===== config.mk =====
export PLATFORM = sky130hd
export DESIGN_NAME = peer_table_move_to_front_top
export DESIGN_NICKNAME = d
export VERILOG_FILES = /design/src/hdl/ptmtf_pkg.sv /design/src/hdl/peer_table_move_to_front_top.sv /design/src/hdl/ptmtf_mem.sv /design/src/hdl/ptmtf_ctrl.sv
export SDC_FILE = /design/constraint.sdc
export NUM_CORES = 2
export LEC_CHECK = 0
export ABC_AREA = 1
export BUFFER_PORTS_ARGS = -buffer_cell sky130_fd_sc_hd__buf_4
export CAP_MARGIN = 20
export CORE_MARGIN = 2
export CORE_UTILIZATION = 30
export DETAILED_ROUTE_END_ITERATION = 8
export GPL_TIMING_DRIVEN = 1
export PLACE_DENSITY = 0.5
export RECOVER_POWER = 50
export SYNTH_ARGS = -nofsm -noshare
export SYNTH_HDL_FRONTEND = slang
export SYNTH_SLANG_ARGS = --single-unit

===== constraint.sdc =====
create_clock -name clk_i -period 16.96 [get_ports clk_i]
set_input_delay 0.848 -clock clk_i [delete_from_list [all_inputs] [get_ports clk_i]]
set_output_delay 0.848 -clock clk_i [all_outputs]
set_load 0.1 [all_outputs]

===== src/hdl/ptmtf_pkg.sv =====
// shared types and codes for the peer table with move-to-front ordering
// no dependencies; imported by every module of the block
`default_nettype none

package ptmtf_pkg;

  localparam int TableDepthDef = 16;

  // request kinds
  localparam logic [1:0] KIND_ADD    = 2'd0;
  localparam logic [1:0] KIND_REMOVE = 2'd1;
  localparam logic [1:0] KIND_LOOKUP = 2'd2;

  // radio action codes
  localparam logic [2:0] ACT_NONE    = 3'd0;
  localparam logic [2:0] ACT_ADD     = 3'd1;
  localparam logic [2:0] ACT_REPLACE = 3'd2;
  localparam logic [2:0] ACT_MODIFY  = 3'd3;
  localparam logic [2:0] ACT_DELETE  = 3'd4;

  // one table slot
  typedef struct packed {
    logic [7:0]  id;
    logic [47:0] mac;
    logic [3:0]  channel;
    logic [7:0]  ntype;
    logic [31:0] seen;
  } entry_t;

  // one result item
  typedef struct packed {
    logic        status;
    logic [47:0] peer_mac;
    logic [3:0]  peer_channel;
    logic [7:0]  peer_type;
    logic [31:0] peer_seen;
    logic [2:0]  radio_action;
    logic        evicted;
    logic [47:0] evicted_mac;
    logic [4:0]  entry_count;
  } res_t;

endpackage

`default_nettype wire


===== src/hdl/peer_table_move_to_front_top.sv =====
// top level of the peer table with move-to-front ordering and lru eviction
// uses ptmtf_pkg, ptmtf_mem and ptmtf_ctrl
`default_nettype none

// Peer table of up to TABLE_DEPTH entries kept in order of latest add or
// update, slot 0 being the newest. Each input transfer is one request
// (add or update, remove, look up) and produces exactly one result
// transfer. The slots live in a single memory with a registered read; a
// request first scans slots from the front, one read per cycle, until the
// node id matches, then moves entries one slot per cycle through the same
// memory to open the front or close the gap. An add then writes the new
// entry to the front, and the result is handed on before the sequencer
// returns to idle. A lookup skips the moves.
// One request is worked on at a time; the result sits in an output
// register, so the next request is taken while the previous result is
// still stalled. No clearing pass is needed after reset.

module peer_table_move_to_front_top
  import ptmtf_pkg::*;
#(
  parameter int TABLE_DEPTH = TableDepthDef
) (
  input  wire logic        clk_i,
  input  wire logic        rst_ni,
  input  wire logic        in_valid_i,
  output logic             in_stall_o,
  input  wire logic [1:0]  kind_i,
  input  wire logic [7:0]  node_id_i,
  input  wire logic [47:0] mac_i,
  input  wire logic [3:0]  channel_i,
  input  wire logic [7:0]  node_type_i,
  input  wire logic [31:0] now_ms_i,
  output logic             out_valid_o,
  input  wire logic        out_stall_i,
  output logic             status_o,
  output logic [47:0]      peer_mac_o,
  output logic [3:0]       peer_channel_o,
  output logic [7:0]       peer_type_o,
  output logic [31:0]      peer_seen_o,
  output logic [2:0]       radio_action_o,
  output logic             evicted_o,
  output logic [47:0]      evicted_mac_o,
  output logic [4:0]       entry_count_o
);

  localparam int Aw = $clog2(TABLE_DEPTH);
  localparam int Cw = $clog2(TABLE_DEPTH + 1);

  logic          ctrl_idle;
  logic          in_accept;
  entry_t        in_req;
  logic          rd_en;
  logic [Aw-1:0] rd_addr;
  entry_t        rd_data;
  logic          wr_en;
  logic [Aw-1:0] wr_addr;
  entry_t        wr_data;
  logic          res_valid;
  logic          res_ready;
  res_t          res;

  // output register
  logic          out_valid_q, out_valid_d;
  res_t          out_q;

  // a new request is taken whenever the sequencer is free
  assign in_stall_o = !ctrl_idle;
  assign in_accept  = in_valid_i && !in_stall_o;

  assign in_req.id      = node_id_i;
  assign in_req.mac     = mac_i;
  assign in_req.channel = channel_i;
  assign in_req.ntype   = node_type_i;
  assign in_req.seen    = now_ms_i;

  ptmtf_mem #(
    .Depth (TABLE_DEPTH),
    .Aw    (Aw)
  ) u_mem (
    .clk_i     (clk_i),
    .rd_en_i   (rd_en),
    .rd_addr_i (rd_addr),
    .rd_data_o (rd_data),
    .wr_en_i   (wr_en),
    .wr_addr_i (wr_addr),
    .wr_data_i (wr_data)
  );

  ptmtf_ctrl #(
    .Depth (TABLE_DEPTH),
    .Aw    (Aw),
    .Cw    (Cw)
  ) u_ctrl (
    .clk_i       (clk_i),
    .rst_ni      (rst_ni),
    .idle_o      (ctrl_idle),
    .in_accept_i (in_accept),
    .in_kind_i   (kind_i),
    .in_req_i    (in_req),
    .rd_en_o     (rd_en),
    .rd_addr_o   (rd_addr),
    .rd_data_i   (rd_data),
    .wr_en_o     (wr_en),
    .wr_addr_o   (wr_addr),
    .wr_data_o   (wr_data),
    .res_valid_o (res_valid),
    .res_ready_i (res_ready),
    .res_o       (res)
  );

  // the register takes a new result when empty or being drained this cycle
  assign res_ready = !out_valid_q || !out_stall_i;

  always_comb begin
    out_valid_d = out_valid_q;
    if (res_valid && res_ready) begin
      out_valid_d = 1'b1;
    end else if (out_valid_q && !out_stall_i) begin
      out_valid_d = 1'b0;
    end
  end

  always_ff @(posedge clk_i or negedge rst_ni) begin
    if (!rst_ni) begin
      out_valid_q <= 1'b0;
    end else begin
      out_valid_q <= out_valid_d;
    end
  end

  // payload holds while stalled
  always_ff @(posedge clk_i) begin
    if (res_valid && res_ready) begin
      out_q <= res;
    end
  end

  assign out_valid_o    = out_valid_q;
  assign status_o       = out_q.status;
  assign peer_mac_o     = out_q.peer_mac;
  assign peer_channel_o = out_q.peer_channel;
  assign peer_type_o    = out_q.peer_type;
  assign peer_seen_o    = out_q.peer_seen;
  assign radio_action_o = out_q.radio_action;
  assign evicted_o      = out_q.evicted;
  assign evicted_mac_o  = out_q.evicted_mac;
  assign entry_count_o  = out_q.entry_count;

endmodule

`default_nettype wire


===== src/hdl/ptmtf_mem.sv =====
// slot memory of the peer table: one write port, one read port, registered read
// uses entry_t from ptmtf_pkg
`default_nettype none

module ptmtf_mem
  import ptmtf_pkg::*;
#(
  parameter int Depth = TableDepthDef,
  parameter int Aw    = $clog2(Depth)
) (
  input  wire logic          clk_i,
  input  wire logic          rd_en_i,
  input  wire logic [Aw-1:0] rd_addr_i,
  output entry_t             rd_data_o,
  input  wire logic          wr_en_i,
  input  wire logic [Aw-1:0] wr_addr_i,
  input  wire entry_t        wr_data_i
);

  entry_t mem_q [Depth];
  entry_t rd_data_q;

  always_ff @(posedge clk_i) begin
    if (wr_en_i) begin
      mem_q[wr_addr_i] <= wr_data_i;
    end
  end

  always_ff @(posedge clk_i) begin
    if (rd_en_i) begin
      rd_data_q <= mem_q[rd_addr_i];
    end
  end

  assign rd_data_o = rd_data_q;

endmodule

`default_nettype wire


===== src/hdl/ptmtf_ctrl.sv =====
// sequencer of the peer table: scans slots, shifts them through the memory
// and builds the result; uses types and codes from ptmtf_pkg, drives ptmtf_mem
`default_nettype none

module ptmtf_ctrl
  import ptmtf_pkg::*;
#(
  parameter int Depth = TableDepthDef,
  parameter int Aw    = $clog2(Depth),
  parameter int Cw    = $clog2(Depth + 1)
) (
  input  wire logic          clk_i,
  input  wire logic          rst_ni,
  output logic               idle_o,
  input  wire logic          in_accept_i,
  input  wire logic [1:0]    in_kind_i,
  input  wire entry_t        in_req_i,
  output logic               rd_en_o,
  output logic [Aw-1:0]      rd_addr_o,
  input  wire entry_t        rd_data_i,
  output logic               wr_en_o,
  output logic [Aw-1:0]      wr_addr_o,
  output entry_t             wr_data_o,
  output logic               res_valid_o,
  input  wire logic          res_ready_i,
  output res_t               res_o
);

  localparam logic [2:0] S_IDLE  = 3'd0;
  localparam logic [2:0] S_SCAN  = 3'd1;
  localparam logic [2:0] S_SHIFT = 3'd2;
  localparam logic [2:0] S_FRONT = 3'd3;
  localparam logic [2:0] S_DONE  = 3'd4;

  logic [2:0]    state_q, state_d;
  logic [Cw-1:0] fill_q, fill_d;
  logic [1:0]    kind_q, kind_d;
  entry_t        req_q, req_d;
  res_t          res_q, res_d;
  logic [Cw-1:0] scan_idx_q, scan_idx_d;
  logic          chk_valid_q, chk_valid_d;
  logic [Aw-1:0] chk_addr_q, chk_addr_d;
  logic [47:0]   evcap_q, evcap_d;
  logic [Cw-1:0] sh_rd_q, sh_rd_d;
  logic [Cw-1:0] cnt_q, cnt_d;
  logic          up_q, up_d;
  logic          pend_q, pend_d;
  logic [Cw-1:0] pend_wa_q, pend_wa_d;

  logic          hit;
  logic [Cw-1:0] slot;
  logic [Cw-1:0] pos;

  always_ff @(posedge clk_i or negedge rst_ni) begin
    if (!rst_ni) begin
      state_q     <= S_IDLE;
      fill_q      <= '0;
      chk_valid_q <= 1'b0;
      pend_q      <= 1'b0;
    end else begin
      state_q     <= state_d;
      fill_q      <= fill_d;
      chk_valid_q <= chk_valid_d;
      pend_q      <= pend_d;
    end
  end

  always_ff @(posedge clk_i) begin
    kind_q     <= kind_d;
    req_q      <= req_d;
    res_q      <= res_d;
    scan_idx_q <= scan_idx_d;
    chk_addr_q <= chk_addr_d;
    evcap_q    <= evcap_d;
    sh_rd_q    <= sh_rd_d;
    cnt_q      <= cnt_d;
    up_q       <= up_d;
    pend_wa_q  <= pend_wa_d;
  end

  assign hit  = chk_valid_q && (rd_data_i.id == req_q.id);
  assign slot = Cw'(chk_addr_q);

  always_comb begin
    state_d     = state_q;
    fill_d      = fill_q;
    kind_d      = kind_q;
    req_d       = req_q;
    res_d       = res_q;
    scan_idx_d  = scan_idx_q;
    chk_valid_d = chk_valid_q;
    chk_addr_d  = chk_addr_q;
    evcap_d     = evcap_q;
    sh_rd_d     = sh_rd_q;
    cnt_d       = cnt_q;
    up_d        = up_q;
    pend_d      = pend_q;
    pend_wa_d   = pend_wa_q;
    pos         = fill_q;
    rd_en_o     = 1'b0;
    rd_addr_o   = '0;
    wr_en_o     = 1'b0;
    wr_addr_o   = '0;
    wr_data_o   = rd_data_i;

    case (state_q)
      S_IDLE: begin
        if (in_accept_i) begin
          kind_d      = in_kind_i;
          req_d       = in_req_i;
          res_d       = '0;
          scan_idx_d  = '0;
          chk_valid_d = 1'b0;
          if (in_kind_i == KIND_ADD || in_kind_i == KIND_REMOVE ||
              in_kind_i == KIND_LOOKUP) begin
            state_d = S_SCAN;
          end else begin
            state_d = S_DONE;
          end
        end
      end

      S_SCAN: begin
        chk_valid_d = 1'b0;
        // keep the last slot's mac in case the add must evict it
        if (chk_valid_q && chk_addr_q == Aw'(Depth - 1)) begin
          evcap_d = rd_data_i.mac;
        end
        if (hit) begin
          // first match from the front
          if (kind_q == KIND_ADD) begin
            res_d.peer_mac     = req_q.mac;
            res_d.peer_channel = req_q.channel;
            res_d.peer_type    = req_q.ntype;
            res_d.peer_seen    = req_q.seen;
            if (rd_data_i.mac != req_q.mac) begin
              res_d.radio_action = ACT_REPLACE;
            end else if (rd_data_i.channel != req_q.channel) begin
              res_d.radio_action = ACT_MODIFY;
            end else begin
              res_d.radio_action = ACT_NONE;
            end
            sh_rd_d = slot - Cw'(1);
            cnt_d   = slot;
            up_d    = 1'b1;
            state_d = S_SHIFT;
          end else begin
            res_d.peer_mac     = rd_data_i.mac;
            res_d.peer_channel = rd_data_i.channel;
            res_d.peer_type    = rd_data_i.ntype;
            res_d.peer_seen    = rd_data_i.seen;
            if (kind_q == KIND_REMOVE) begin
              res_d.radio_action = ACT_DELETE;
              sh_rd_d = slot + Cw'(1);
              cnt_d   = fill_q - Cw'(1) - slot;
              up_d    = 1'b0;
              fill_d  = fill_q - Cw'(1);
              state_d = S_SHIFT;
            end else begin
              state_d = S_DONE;
            end
          end
        end else if (!chk_valid_q && scan_idx_q >= fill_q) begin
          // whole table scanned, no match
          if (kind_q == KIND_ADD) begin
            res_d.peer_mac     = req_q.mac;
            res_d.peer_channel = req_q.channel;
            res_d.peer_type    = req_q.ntype;
            res_d.peer_seen    = req_q.seen;
            res_d.radio_action = ACT_ADD;
            if (fill_q == Cw'(Depth)) begin
              res_d.evicted     = 1'b1;
              res_d.evicted_mac = evcap_q;
              pos = Cw'(Depth - 1);
            end else begin
              pos    = fill_q;
              fill_d = fill_q + Cw'(1);
            end
            sh_rd_d = pos - Cw'(1);
            cnt_d   = pos;
            up_d    = 1'b1;
            state_d = S_SHIFT;
          end else begin
            res_d.status = 1'b1;
            state_d      = S_DONE;
          end
        end else if (scan_idx_q < fill_q) begin
          rd_en_o     = 1'b1;
          rd_addr_o   = scan_idx_q[Aw-1:0];
          chk_valid_d = 1'b1;
          chk_addr_d  = scan_idx_q[Aw-1:0];
          scan_idx_d  = scan_idx_q + Cw'(1);
        end
      end

      S_SHIFT: begin
        // write back the slot read last cycle one place further on
        if (pend_q) begin
          wr_en_o   = 1'b1;
          wr_addr_o = pend_wa_q[Aw-1:0];
          wr_data_o = rd_data_i;
        end
        if (cnt_q != '0) begin
          rd_en_o   = 1'b1;
          rd_addr_o = sh_rd_q[Aw-1:0];
          pend_d    = 1'b1;
          pend_wa_d = up_q ? sh_rd_q + Cw'(1) : sh_rd_q - Cw'(1);
          sh_rd_d   = up_q ? sh_rd_q - Cw'(1) : sh_rd_q + Cw'(1);
          cnt_d     = cnt_q - Cw'(1);
        end else begin
          pend_d = 1'b0;
          if (!pend_q) begin
            state_d = up_q ? S_FRONT : S_DONE;
          end
        end
      end

      S_FRONT: begin
        wr_en_o   = 1'b1;
        wr_addr_o = '0;
        wr_data_o = req_q;
        state_d   = S_DONE;
      end

      S_DONE: begin
        if (res_ready_i) begin
          state_d = S_IDLE;
        end
      end

      default: begin
        state_d = S_IDLE;
      end
    endcase
  end

  assign idle_o      = (state_q == S_IDLE);
  assign res_valid_o = (state_q == S_DONE);

  always_comb begin
    res_o             = res_q;
    res_o.entry_count = 5'(fill_q);
  end

endmodule

`default_nettype wire

Yosys cells after proc, flatten, opt, wreduce, memory -nomap -nowiden --
Memories as Yosys holds them, arrays and structs flattened. A register that Yosys moved wholly into a read port is not among the register bits. Index checks and enable logic that the tools add are counted.
Storage, ports and cells: register bits 480, RAM bits 1600, bits of input ports 106, output and inout port bits 152, word-level logic and storage cells 200, memories kept 1
Cells by class: add/subtract/negate cells 10, magnitude comparators 2, equality and inequality tests 30, muxes and demuxes 83, bitwise logic cells 2, reductions and logical operators 37
Memory list:
- u_mem.mem_q | depth 16, bits a word 100, rd ports 1, clocked after Yosys merged registers in 1, wr ports 1, RTL line ptmtf_mem.sv:20 | entry_t mem_q [Depth];
Operator list (number):
- case mux 145 bit (2 select lines) | 1
- 2-to-1 mux 95 bit | 2
- 2-to-1 mux 150 bit | 1
- 2-to-1 mux 145 bit | 1
- 2-to-1 mux 144 bit | 1
- 2-to-1 mux 5 bit | 28
- 2-to-1 mux 100 bit | 1
- 2-to-1 mux 49 bit | 2
- inequality test 48 bit | 1
- 2-to-1 mux 3 bit | 13
- case mux 5 bit (2 select lines) | 3
- 2-to-1 mux 4 bit | 7
- AND reduction 5 bit | 5
- subtractor 5 x 1 -> 5 bit (second input constant) | 4
- 2-to-1 mux 1 bit | 17
- inequality test 2 x 1 -> 1 bit (second input constant) | 8
- adder 5 x 1 -> 5 bit (second input constant) | 3
- case mux 3 bit (5 select lines) | 1
- inequality test 2 bit (second input constant) | 7
- AND reduction 4 bit | 3
- AND reduction 6 bit | 2
- nonzero test 2 bit | 6
- inequality test 3 x 1 -> 1 bit (second input constant) | 3
- == test 8 bit | 1
- 24 further kinds | 43

Logic depth before layout (Yosys ltp) --
depth in word-level cells 11, depth in mapped cells 19, depth with buffers taken out 15

By module --
From an unflattened synthesis, not the netlist that was laid out.
Second synthesis, totals: cell total of the unflattened synthesis 8217, area, all modules 91924.4 µm²
Modules (own cells, without submodules):
- ptmtf_mem | times used 1, cells an instance 6562, area an instance 72145.4 µm², sequential area each 51049.0 µm²
- ptmtf_ctrl | times used 1, cells an instance 1497, area an instance 15222.1 µm², sequential area each 9799.4 µm²
- peer_table_move_to_front_top | times used 1, cells an instance 158, area an instance 4556.9 µm², sequential area each 4529.3 µm²

Worst setup path before layout --
Ideal clock, no wire load.
kind register to register, start point register u_ctrl.state_q[0], end point register u_ctrl.res_q (netlist bit u_ctrl.res_o[100]) (enable), library setup time 0.573 ns, data arrival time 10.546 ns, required time 16.387 ns, path slack 5.841 ns, cell stages (with the launch flop) 9, path buffers 1, period minus slack after synthesis 11.119 ns, path through dfrtp_1 clkbuf_2 inv_1 nand2_1 nor2_1 nor2_1 inv_1 nand2_1 a21oi_1
On the way: word-level cells in the longest chain between the ends 4, elaborated cells between the ends (all ways) 8, classes of those cells 4 x eq/ne; 4 x reduce/logical
RTL lines:
- start: declaration | RTL line ptmtf_ctrl.sv:35 | logic [2:0] state_q, state_d;
- start signal: assignment | RTL line ptmtf_ctrl.sv:61 | state_q <= state_d;
- logical NOT 3 bit | RTL line ptmtf_ctrl.sv:106, ptmtf_ctrl.sv:237
- logical AND 1 bit | RTL line peer_table_move_to_front_top.sv:68 | assign in_accept = in_valid_i && !in_stall_o;
- inequality test 2 x 1 -> 1 bit (no source line)
- AND reduction 4 bit (no source line) *
- end signal: assignment | RTL line ptmtf_ctrl.sv:71 | res_q <= res_d;
- end: declaration | RTL line ptmtf_ctrl.sv:39 | res_t res_q, res_d;
Mark *: on every way between the ends. The rest lies on a longest branch, timed or not. A chain may end at the register's enable or synchronous reset.

==> reports/results.txt <==
Clk slew on worst S/H paths: 0.07 ns
Syn_nets: 8,171
Post-CTS Setup Inserts: 0
CTS hold repair buffers: 1
Leakage power: 39.7 nW
DR pass1 iterations: 6
Violated checks: capacitance limit, slew limit
Design Area, Final: 0.104 mm2
Kind of start point of the critical path: register
Synthesized cell area: 0.0923 mm2
Post-DP Area: 0.0984 mm2
Die X-Extent: 559 um
Dpl cells: 12,000
Status: finished with violations
Setup crit end kind: register
Design Power: 17.0 mW
Least-Margin Pin Slew: 8.77 ns
# setup viols final: 0
Synth warn: 0
Routed vias: 59,400
Worst hold stages: 1
RSZ-0062 raised after global routing: no
Post-synth top area share: 70.6%
Final Wtd Congestion: 0.779
Hold Crit Class: in -> reg
First-pass GRT wire length: 396,000 um
Gr ovfl total: 0
Period utilization: 63.9%
Initial drt markers: 6,035
Crit path required time: 16.98 ns
Vias per cell: 4.77
Fin. max-slew vios: 1,198
Dpl hpwl: 135,000 um
CTS tree: built
PortBufs: 257
Reg-to-Reg End: u_mem.mem_q[10][99]$_DFFE_PP_
P&R area growth vs syn: 13.1%
Synth unique cells: 49
Number of global-route vias before repair: 56,700
Largest net degree at the start of global routing: 220
Total CTS buffers: 236
Worst reg-to-reg path cell count: 5
H-tree Lvls: 4
Initial Util: 30.2%
Initial antenna violation count: 28
Die span in y: 559 um
Fin util: 34.1%
Antenna Violating Nets Remaining: 0
Max Root-Sink Buffers: 4
Top cell type by total area after synthesis: edfxtp_1
Total track usage: 17.1%
Post-route DRC: 0
Critical path class: reg -> reg
Setup_tns: 0 ns
Sequential cell area fraction in the yosys report: 70.9%
Die area: 0.312 mm2
Wire per inst: 22.0 um
Syn Inst Count: 8,043
Synth area leaders: edfxtp_1 (71%), nand3_1 (9.9%), nand2_1 (5.9%), inv_1 (5.0%), nand3b_1 (2.4%)
Crit path max fanout: 111
I/O pin cnt: 258
Min Tclk post-route: 10.84 ns
Fin. Hold Viols: 0
Final WL: 274,000 um
Slew HR: -484%
Fmax: 92.2 MHz
Worst flop-to-flop path startpoint: u_ctrl.state_q[2]$_DFFE_PN0P_
Worst VDD drop: 0.138 mV
R2R Setup Slk: 6.12 ns
Nets: 8,302
Commonest non-fill, non-tap cells in the layout: edfxtp_1 (2,168), nand3_1 (1,821), nand2_1 (1,444), inv_1 (1,218), nand3b_1 (300)
Avg Cell Area, Syn: 11.5 um2
# resized after CTS: 0
Max Cap Violations: 34
Root Buffer: clkbuf_16
Yosys reg bits: 2,179
Min-delay src: mac_i[0]
Clk_lat worst skew: 0.91 ns
Number of synthesized flops with an enable pin: 2,168
Commonest non-fill, non-tap cell in the layout: edfxtp_1
Fraction of registers with async set or reset after synthesis: 0.505%
Share of layout cells above drive strength 1: 5.50%
CP arrival: 10.86 ns
Clock skew: 0.0531 ns
Ys flop type: edfxtp_1
Sink Count: 2,179
Hold Path End: u_ctrl.req_q[44]$_DFFE_PP_
Core box area: 0.306 mm2
Power per cell area: 163 mW/mm2
Final Non-Filler Cells: 12,500
Num rows: 203
-- cell type report --
| type | instances | area, um2 |
|---|---|---|
| multi-input combinational | 4157 | 20100 |
| fill | 30400 | 201000 |
| timing repair buffer | 373 | 2070 |
| tap | 4100 | 5130 |
| clock buffer | 282 | 6080 |
| clock inverter | 127 | 993 |
| sequential | 2179 | 65400 |
| inverter | 1227 | 4620 |
| antenna | 5 | 12.5 |
-- where the power goes --
part	internal [mW]	switching (mW)
Sequential	7.36	0.311
Combinational	0.967	3.49
Clock	2.73	2.12
-- cell families after synthesis --
group / after synthesis / share of synthesized area, %
multiplexers: 1 / 0.0108
AO/OA/AOI/OAI: 180 / 1.07
adder cells (fa/ha/maj): 22 / 0.315
XOR/XNOR: 67 / 0.636
buffers and inverters: 1707 / 7.43
flip-flops: 2179 / 70.9
AND/OR/NAND/NOR: 3887 / 19.7
-- stage by stage --
| step | hold WS (ns) | setup WS, ns |
|---|---|---|
| finish | 0.134 | 6.12 |
| global route | 0.0907 | 5.63 |
| CTS | 0.0520 | 11.24 |
| detailed placement | 0.405 | 11.32 |
| global placement | 0.403 | 11.39 |
| floorplan | 0.400 | 5.84 |
-- synth_stat cells (3+ instances only) --
cell,count
buf_1,4
ha_1,20
or2_2,6
o211ai_1,9
buf_2,281
nand4_1,8
nor3_1,8
edfxtp_1,2168
xnor2_1,42
clkbuf_1,170
a31oi_1,3
nand3_1,1819
dfrtp_1,11
nand3b_1,300
o22ai_1,5
nand2_4,3
a21oi_1,26
nor2_1,288
inv_1,1219
buf_4,22
nor4_1,3
nand2_1,1442
inv_2,6
xor2_1,25
o21ai_0,123
-- registers in the layout, indices dropped and copies added, names as in the netlist, 8 cells and up --
name and count:
peer_seen_o 32, u_ctrl.req_q 100, u_ctrl.evcap_q 48, u_mem.mem_q 1600
evicted_mac_o 48, peer_type_o 8, u_ctrl.res_o 145, peer_mac_o 48
u_mem.rd_data_o 100
-- layer usage --
metal	vias to the layer above	GRT usage (%)	routed length (um)
met5	-	0	140
met4	22	4.80	7240
met3	433	2.66	18100
met2	1989	27.3	125000
met1	29500	24.0	123000
li1	27500	-	-
-- critical path, stage by stage (launching register included) --
cell	delay, ns
dfrtp_1	0.42
inv_1	0.09
nand2_1	0.10
nor2_1	0.20
clkbuf_1	6.06
o21ai_0	3.00
-- how the worst max path moves through the flow --
| stage | to | start | depth (start not counted) | slack, ns |
|---|---|---|---|---|
| floorplan | u_ctrl.res_o[100]$_SDFFCE_PN0P_ | u_ctrl.state_q[0]$_DFFE_PN0P_ | 8 | 5.84 |
| global placement | u_mem.rd_data_o[58]$_DFFE_PP_ | u_ctrl.req_q[96]$_DFFE_PP_ | 12 | 11.39 |
| detailed placement | u_mem.rd_data_o[18]$_DFFE_PP_ | u_ctrl.chk_valid_q$_DFFE_PN0P_ | 14 | 11.32 |
| CTS | u_mem.rd_data_o[11]$_DFFE_PP_ | u_ctrl.req_q[96]$_DFFE_PP_ | 12 | 11.24 |
| global route | u_mem.mem_q[2][99]$_DFFE_PP_ | u_ctrl.state_q[0]$_DFFE_PN0P_ | 4 | 5.63 |
| finish | u_mem.mem_q[10][99]$_DFFE_PP_ | u_ctrl.state_q[2]$_DFFE_PN0P_ | 5 | 6.12 |
No activity file was read; power rests on OpenSTA's default activity.
